File: src/row_indirection_table_assert.svh
// ----------------------------------------------------------------------------
// Row indirection table assertion macros
// Concurrent checks on the clock and reset of the including module.
// ----------------------------------------------------------------------------
`ifndef ROW_INDIRECTION_TABLE_ASSERT_SVH
`define ROW_INDIRECTION_TABLE_ASSERT_SVH

`ifndef NO_ASSERTIONS
// check that is held off while reset is high
`define RIT_ASSERT(lbl, prop, msg) \
   lbl: assert property (@(posedge clock) disable iff (reset) prop) else $error(msg);
// check that also runs through reset
`define RIT_ASSERT_ALWAYS(lbl, prop, msg) \
   lbl: assert property (@(posedge clock) prop) else $error(msg);
`else
`define RIT_ASSERT(lbl, prop, msg)
`define RIT_ASSERT_ALWAYS(lbl, prop, msg)
`endif

`endif

File: src/rit_pkg.sv
// ----------------------------------------------------------------------------
// rit_pkg
// Types and constants shared by the row indirection table modules.
// ----------------------------------------------------------------------------
package rit_pkg;

   localparam int ENTRIES_DEFAULT  = 32;
   localparam int ROW_BITS_DEFAULT = 17;

   localparam int OP_BITS    = 2;
   localparam int DELAY_BITS = 7;

   localparam int DRAIN_DELAY       = 4 * 10;
   localparam int SWAP_BUFFER_DELAY = 4 * 10;
   localparam logic [DELAY_BITS-1:0] SWAP_DELAY =
      DELAY_BITS'(DRAIN_DELAY + SWAP_BUFFER_DELAY);

   typedef enum logic [OP_BITS-1:0] {
      OP_LOOKUP = 2'd0,
      OP_INSERT = 2'd1,
      OP_CLEAR  = 2'd2
   } op_type;

   // control part of a beat moving down the cell chain
   typedef struct packed {
      logic            vld;
      logic [OP_BITS-1:0] op;
      logic            found;
      logic            done;
   } ctl_type;

endpackage

File: src/rit_cell.sv
// ----------------------------------------------------------------------------
// rit_cell
// One table entry plus one pipeline stage; the beat passing through checks
// or claims this entry, or clears it.
// ----------------------------------------------------------------------------
module rit_cell
   import rit_pkg::*;
#(
   parameter int ROW_BITS = ROW_BITS_DEFAULT
) (
   input  logic                clock,
   input  logic                reset,
   input  logic                enable,
   input  ctl_type             ctl_in,
   input  logic [ROW_BITS-1:0] src_in,
   input  logic [ROW_BITS-1:0] dst_in,
   output ctl_type             ctl_out,
   output logic [ROW_BITS-1:0] src_out,
   output logic [ROW_BITS-1:0] dst_out
);

   logic                entry_vld_ff;
   logic                entry_vld_in;
   logic [ROW_BITS-1:0] first_row_ff;
   logic [ROW_BITS-1:0] second_row_ff;
   ctl_type             ctl_ff;
   ctl_type             ctl_nxt_in;
   logic [ROW_BITS-1:0] src_ff;
   logic [ROW_BITS-1:0] dst_ff;
   logic                hit;
   logic                take;

   always_comb begin
      hit  = entry_vld_ff && ((first_row_ff == src_in) || (second_row_ff == src_in));
      take = ctl_in.vld && (ctl_in.op == OP_INSERT) && !ctl_in.done && !entry_vld_ff;

      ctl_nxt_in       = ctl_in;
      ctl_nxt_in.found = ctl_in.found | ((ctl_in.op == OP_LOOKUP) && hit);
      ctl_nxt_in.done  = ctl_in.done | take;

      entry_vld_in = entry_vld_ff;
      if (take) begin
         entry_vld_in = 1'b1;
      end
      if (ctl_in.vld && (ctl_in.op == OP_CLEAR)) begin
         entry_vld_in = 1'b0;
      end
   end

   always_ff @(posedge clock) begin
      if (reset) begin
         entry_vld_ff <= 1'b0;
         ctl_ff       <= '0;
      end else if (enable) begin
         entry_vld_ff <= entry_vld_in;
         ctl_ff       <= ctl_nxt_in;
      end
   end

   always_ff @(posedge clock) begin
      if (enable) begin
         src_ff <= src_in;
         dst_ff <= dst_in;
         if (take) begin
            first_row_ff  <= src_in;
            second_row_ff <= dst_in;
         end
      end
   end

   assign ctl_out = ctl_ff;
   assign src_out = src_ff;
   assign dst_out = dst_ff;

endmodule

File: src/row_indirection_table.sv
// ----------------------------------------------------------------------------
// row_indirection_table
// Row indirection table of one memory bank: lookup, swap insert, clear.
// ----------------------------------------------------------------------------
// Usage:
//   req_* carries one operation per beat (lookup, insert swap pair, clear);
//   rsp_* returns exactly one result beat per request, in order.
//   Each entry lives in its own cell; a beat walks the chain of ENTRIES
//   cells, one cell per cycle unless the chain holds, so every beat sees
//   the table as left by all earlier beats. The lowest free cell a swap
//   reaches takes the pair.
//   Throughput: one beat per cycle while req_stall is low; a new beat enters while older ones
//   are still walking the chain.
//   The last cell's register is the result register. While a result is
//   valid and rsp_stall is high, the whole chain holds and req_stall is
//   raised in the same cycle.
//   Reset empties the table at once (all valid bits drop) and drops
//   every beat in flight; no clearing pass is needed.
// ----------------------------------------------------------------------------
module row_indirection_table
   import rit_pkg::*;
#(
   parameter int ENTRIES  = ENTRIES_DEFAULT,
   parameter int ROW_BITS = ROW_BITS_DEFAULT
) (
   input  logic                  clock,
   input  logic                  reset,
   input  logic                  req_valid,
   output logic                  req_stall,
   input  logic [OP_BITS-1:0]    req_operation,
   input  logic [ROW_BITS-1:0]   req_source_row,
   input  logic [ROW_BITS-1:0]   req_dest_row,
   output logic                  rsp_valid,
   input  logic                  rsp_stall,
   output logic                  rsp_found,
   output logic                  rsp_inserted,
   output logic [DELAY_BITS-1:0] rsp_delay_cycles
);

   ctl_type             ctl_chain [ENTRIES+1];
   logic [ROW_BITS-1:0] src_chain [ENTRIES+1];
   logic [ROW_BITS-1:0] dst_chain [ENTRIES+1];
   logic                enable;

   assign req_stall = rsp_valid && rsp_stall;
   assign enable    = !req_stall;

   // fields: vld, op, found, done
   assign ctl_chain[0] = {req_valid, req_operation, 1'b0, 1'b0};
   assign src_chain[0] = req_source_row;
   assign dst_chain[0] = req_dest_row;

   for (genvar k = 0; k < ENTRIES; k++) begin : g_cell
      rit_cell #(
         .ROW_BITS (ROW_BITS)
      ) u_cell (
         .clock   (clock),
         .reset   (reset),
         .enable  (enable),
         .ctl_in  (ctl_chain[k]),
         .src_in  (src_chain[k]),
         .dst_in  (dst_chain[k]),
         .ctl_out (ctl_chain[k+1]),
         .src_out (src_chain[k+1]),
         .dst_out (dst_chain[k+1])
      );
   end

   assign rsp_valid        = ctl_chain[ENTRIES].vld;
   assign rsp_found        = ctl_chain[ENTRIES].found;
   assign rsp_inserted     = ctl_chain[ENTRIES].done;
   assign rsp_delay_cycles = rsp_inserted ? SWAP_DELAY : '0;

`include "row_indirection_table_assert.svh"

   `RIT_ASSERT_ALWAYS(a_reset_empty, $fell(reset) |-> !rsp_valid, "result valid right after reset")
   `RIT_ASSERT(a_found_xor_ins, rsp_valid |-> !(rsp_found && rsp_inserted), "found and inserted together")
   `RIT_ASSERT(a_stall_cause, req_stall |-> (rsp_valid && rsp_stall), "request stalled without held result")
   `RIT_ASSERT(a_done_only_ins, rsp_valid && rsp_inserted |-> ctl_chain[ENTRIES].op == OP_INSERT, "insert flag on non-insert beat")

endmodule
File: config.mk
export PLATFORM = sky130hd
export DESIGN_NAME = row_indirection_table
export DESIGN_NICKNAME = d
export VERILOG_FILES = /design/src/rit_pkg.sv /design/src/rit_cell.sv /design/src/row_indirection_table.sv
export VERILOG_INCLUDE_DIRS = /design/src /design/src/src
export SDC_FILE = /design/constraint.sdc
export NUM_CORES = 2
export LEC_CHECK = 0
export ABC_CLOCK_PERIOD_IN_PS = 20400
export BUFFER_PORTS_ARGS = -buffer_cell sky130_fd_sc_hd__buf_4
export CAP_MARGIN = 20
export CORE_UTILIZATION = 30
export DETAILED_ROUTE_END_ITERATION = 16
export REMOVE_ABC_BUFFERS = 1
export SLEW_MARGIN = 40
export SYNTH_ARGS = -nofsm -noshare
export SYNTH_HDL_FRONTEND = slang
export SYNTH_SLANG_ARGS = --single-unit
File: constraint.sdc
create_clock -name clock -period 20.4 [get_ports clock]
set_clock_uncertainty 0.15 [all_clocks]
set_input_delay 6.12 -clock clock [delete_from_list [all_inputs] [get_ports clock]]
set_output_delay 6.12 -clock clock [all_outputs]
set_load 0.01 [all_outputs]
* Yosys cells after proc, flatten, opt, wreduce, memory -nomap -nowiden
Cells that the tools add are included.
Word-level totals: latch bits 0, logic and storage cells 956, output and inout bits 11, RAM bits 0, memory bits (read-only) 0, memories 0, input bits 40, register bits 2332
Cells by class: reduce and logical (&&, ||, !) cells 415, muxes and demuxes 65, bitwise gates (word level) 63, shift operators 0, multiply operators 0, equality and inequality tests 128, divide/modulo/power cells 0, add/sub/neg operators 0, $lt $le $gt $ge 0
Operators with widths (number):
- 17-bit == test | 64
- 1-bit logical AND | 192
- 2-bit AND reduction | 64
- 2-bit by 1-bit == test with 1-bit output (second input constant) | 32
- 2-bit == test (second input constant) | 32
- 2-bit zero test | 32
- 1-bit two-way mux | 64
- 2-bit nonzero test | 32
- 1-bit zero test | 63
- 1-bit OR | 62
- 1-bit logical OR | 32
- 7-bit two-way mux | 1
- 1-bit inverter | 1

* Logic depth before layout (Yosys ltp)
word-level depth 6, mapped depth 7, mapped depth without buffers 5

* By module
A second synthesis with hierarchy kept.
Second synthesis, totals: cell total of the unflattened synthesis 4522, area, all modules 85348.1 um^2
Modules (own cells, without submodules):
- rit_cell | area an instance 2665.1 um^2, seq. area each 2162.1 um^2, instances 32, cells an instance 141
- row_indirection_table | area an instance 66.3 um^2, seq. area each 0.0 um^2, instances 1, cells an instance 10

* Worst setup path before layout
Ideal clock, no wire load.
path kind input-to-reg, start point input port rsp_stall, end point register g_cell[0].u_cell.dst_ff[0], enable pin, cell stages on the path 4, setup time 0.969 ns, data required time 19.281 ns, setup slack 0.629 ns, data arrival time 18.652 ns, buffers on the path 3, path through nand2_2 -> buf_6 -> buf_2 -> buf_2
On the way: word-level cells in the longest chain between the ends 1
Ends and longest elaborated chain:
- from (decl) | RTL line row_indirection_table.sv:34 | input logic rsp_stall,
- 1-bit logical AND | RTL line row_indirection_table.sv:45 | assign req_stall = rsp_valid && rsp_stall;
- to (signal assigned) | RTL line rit_cell.sv:63 | dst_ff <= dst_in;
- to (decl) | RTL line rit_cell.sv:29 | logic [ROW_BITS-1:0] dst_ff;
No other way between the ends. A chain may end at the register's enable or synchronous reset.

* Final worst setup path
start point input port rsp_stall, end point output port req_stall
On the way: word-level cells in the longest chain between the ends 1
Ends and longest elaborated chain:
- 1-bit logical AND | RTL line row_indirection_table.sv:45
- to (decl) | RTL line row_indirection_table.sv:29 | output logic req_stall,
No other way between the ends.

==> impl_metrics.ini <==
[detailed_routing]
dr_total_vias = 37950
routed_wl_um = 158600
drc_errors = 2
antenna_left = 0
drt_iter0_drc = 2873
routed_via_density = 4.327
routedWlPerCell_um = 18.08
drt_pass1_iterations = 11

[sta]
setup_violations = 0
rsz0062_at_grt = no
finalCritPeriodShare = 0.6632
fmax_mhz = 73.91
period_needed_ns = 13.53
hold_violations = 0
worst_slack_ns = 6.870
tightest_slew_ns = 0.8742
setup_tns_ns = 0
drv_slew = 0
slew_headroom = 0.4172

[synthesis]
ys.warnings.count = 0
synth-main-ff-cell = edfxtp_1
ys_seq_area_frac = 0.8082
netlist_instances = 4581
yosys-top-cells-count = edfxtp_1 (2142), xor2_1 (814), xnor2_1 (274), nand2_1 (218)
synth_top_cell_area_share = 0.7631
async_flop_share = 0
synth_edf_count = 2142
yosysTopAreaCell = edfxtp_1
synth_cell_types = 39
yosysMostFrequentCell = edfxtp_1
ys_ff_latch = 2332
synth_area_leaders = edfxtp_1 (76%), xor2_1 (8.5%), dfxtp_1 (4.5%)
netlist_area_mm2 = 0.08429
avgSynthCellArea_um2 = 18.40

[clocking]
htree_num_levels = 4
cts_buffer_depth = 3
insertion_delay_ns = 0.88
clk_pin_slew_worst_paths_ns = 0.06
cts-resized-gates = 0
cts_hold_buf = 0
clock-sinks = 2332
cts_tree = built
clock-root-buffer = clkbuf_16
cts_setup_buffers = 0
cts_buffers = 227

[finish]
area_delta_synth_final_pct = 15.37
seq_area_mm2 = 0.06813
final_nets = 4881
multiInputGateArea_mm2 = 0.01593
drive_above_1_share = 0.1019
fillers = 25830

[power_and_ir_drop]
leakagePower_nw = 31.94
p_int_mw = 7.791
switching_share = 0.2045
p_per_area_mw_per_mm2 = 100.7
p_switching_mw = 2.003
max-vdd-ir-drop_v = 0.00008944
clkPwrFrac = 0.427
pwr-share-seq = 0.559
power_frac_comb = 0.013

[placed_design]
gp_congestion = 0.7968
dp.final_hpwl_um = 106300
portBuffers = 45
pre_cts_ws_ns = 6.825

[critical_path]
cp_max_fo = 67
worst-setup-path-type = input port to output pin
max_stage_delay_ns = 0.45
crit_buf_inv = 3
cp-start-kind = input port
cpLargestDelayFamily = buffers and inverters
crit_top_cell = buf_4
critPathCaptureType = output pin
worstPathArrival_ns = 7.26
cp.required_ns = 14.13
cp_slowest_cell = inv_8
path_cells = buf_4 -> nand2_8 -> inv_8 -> buf_4

[status]
violations = DRC
status = finished with violations

[floorplan]
io_pins = 51
die_w_um = 532.1
dieArea_mm2 = 0.2831
core-area_mm2 = 0.2794
start_util = 0.3017
die_y_um = 532.1
rows = 194

[global_routing]
antenna_found_initial = 3
first_global_vias = 38470
grt_start_max_net_pins = 153
track_usage = 0.1105
grt_pass1_wl_um = 241300
overflow = 0

[run]
drv_cap = 0

[hold_path]
min_path_type = flop to flop
[state kept, by name, summed over array words and instances (netlist names)]
signal                       cells
g_cell.u_cell.ctl_out          158
g_cell.u_cell.entry_vld_ff      32
g_cell.u_cell.src_out          527
g_cell.u_cell.dst_out          527
g_cell.u_cell.first_row_ff     544
g_cell.u_cell.second_row_ff    544
[placed cells by master, fill, tap and decap left out, drive strengths merged, types with 2 or more instances in the layout]
cell,count
edfxtp,2142
nor4,191
clkbuf,291
nor4bb,2
inv,9
xnor2,274
clkinvlp,14
dfxtp,190
o2111ai,31
bufinv,20
a211oi,28
a21oi,99
clkinv,103
nand4,130
mux2i,31
buf,98
o21ai,5
xor2,814
nand2,219
nand3,8
o211ai,31
nor3b,3
nor3,150
nand4bb,27
nor2,124
conb,5
[logic make-up after synthesis]
group / Yosys count / synth area share
AO/OA/AOI/OAI: 196 / 0.01673
buffers and inverters: 75 / 0.005151
AND/OR/NAND/NOR: 858 / 0.05313
other: 1 / 0.00004449
XOR/XNOR: 1088 / 0.1131
flip-flops: 2332 / 0.8082
multiplexers: 31 / 0.003681
[per-layer routing]
metal  track usage  wire length (um)
met4       0.03163              3415
met2        0.1913             80410
met1        0.1405             67520
met5             0                 0
met3       0.02036              7203
[power by group through the flow]
stage	combinational [mW]	clock, mW	sequential (mW)
2_1_floorplan	0.0885	0	5.50
3_3_place_gp	0.130	0	5.58
5_1_grt	0.143	4.47	5.49
3_5_place_dp	0.131	0	5.58
6_report	0.129	4.19	5.48
4_1_cts	0.132	4.29	5.49
[layout make-up]
class | instances | share of cell area
antenna | 1 | 0.00002573
clock buffer | 290 | 0.06288
clock inverter | 143 | 0.01584
inverter | 3 | 0.0002445
multi-input combinational | 2178 | 0.1638
sequential | 2332 | 0.7005
tap | 3724 | 0.04791
timing repair buffer | 99 | 0.008775
[worst register-to-register path, cell delays in order (launching register included)]
cell and delay (ns):
dfxtp_1 0.41, nand2_8 0.43, buf_4 0.60, buf_4 0.66
buf_12 0.35, buf_16 0.43, buf_12 0.43, buf_16 0.45
o2111ai_2 0.19, nor4_1 0.41, nand4_1 0.13, o211ai_1 0.11
[per-stage QoR]
stage | cell area [um2] | cells | hold slack (ns) | power, mW | util
2_1_floorplan | 83890 | 4513 | 0.2503 | 5.593 | -
3_3_place_gp | 89510 | 8334 | 0.2556 | 5.712 | 0.3204
3_5_place_dp | 89520 | 8334 | 0.2545 | 5.716 | 0.3204
4_1_cts | 97180 | 8767 | 0.2406 | 9.912 | 0.3478
5_1_grt | 97250 | 8770 | 0.2566 | 10.11 | 0.3481
6_report | 97250 | 8770 | 0.2380 | 9.794 | 0.3481
[worst paths after layout]
check                                  endpoint  depth (start not counted)  slack [ns]                    startpoint
max                                   req_stall                          4        6.87                     rsp_stall
min          g_cell[10].u_cell.second_row_ff[2]                          0        0.24   g_cell[9].u_cell.dst_out[2]
max reg2reg         g_cell[9].u_cell.ctl_out[1]                         11       15.53  g_cell[31].u_cell.ctl_out[4]
min reg2reg  g_cell[10].u_cell.second_row_ff[2]                          0        0.24   g_cell[9].u_cell.dst_out[2]
Note: power is estimated with default switching activity, not from simulation.
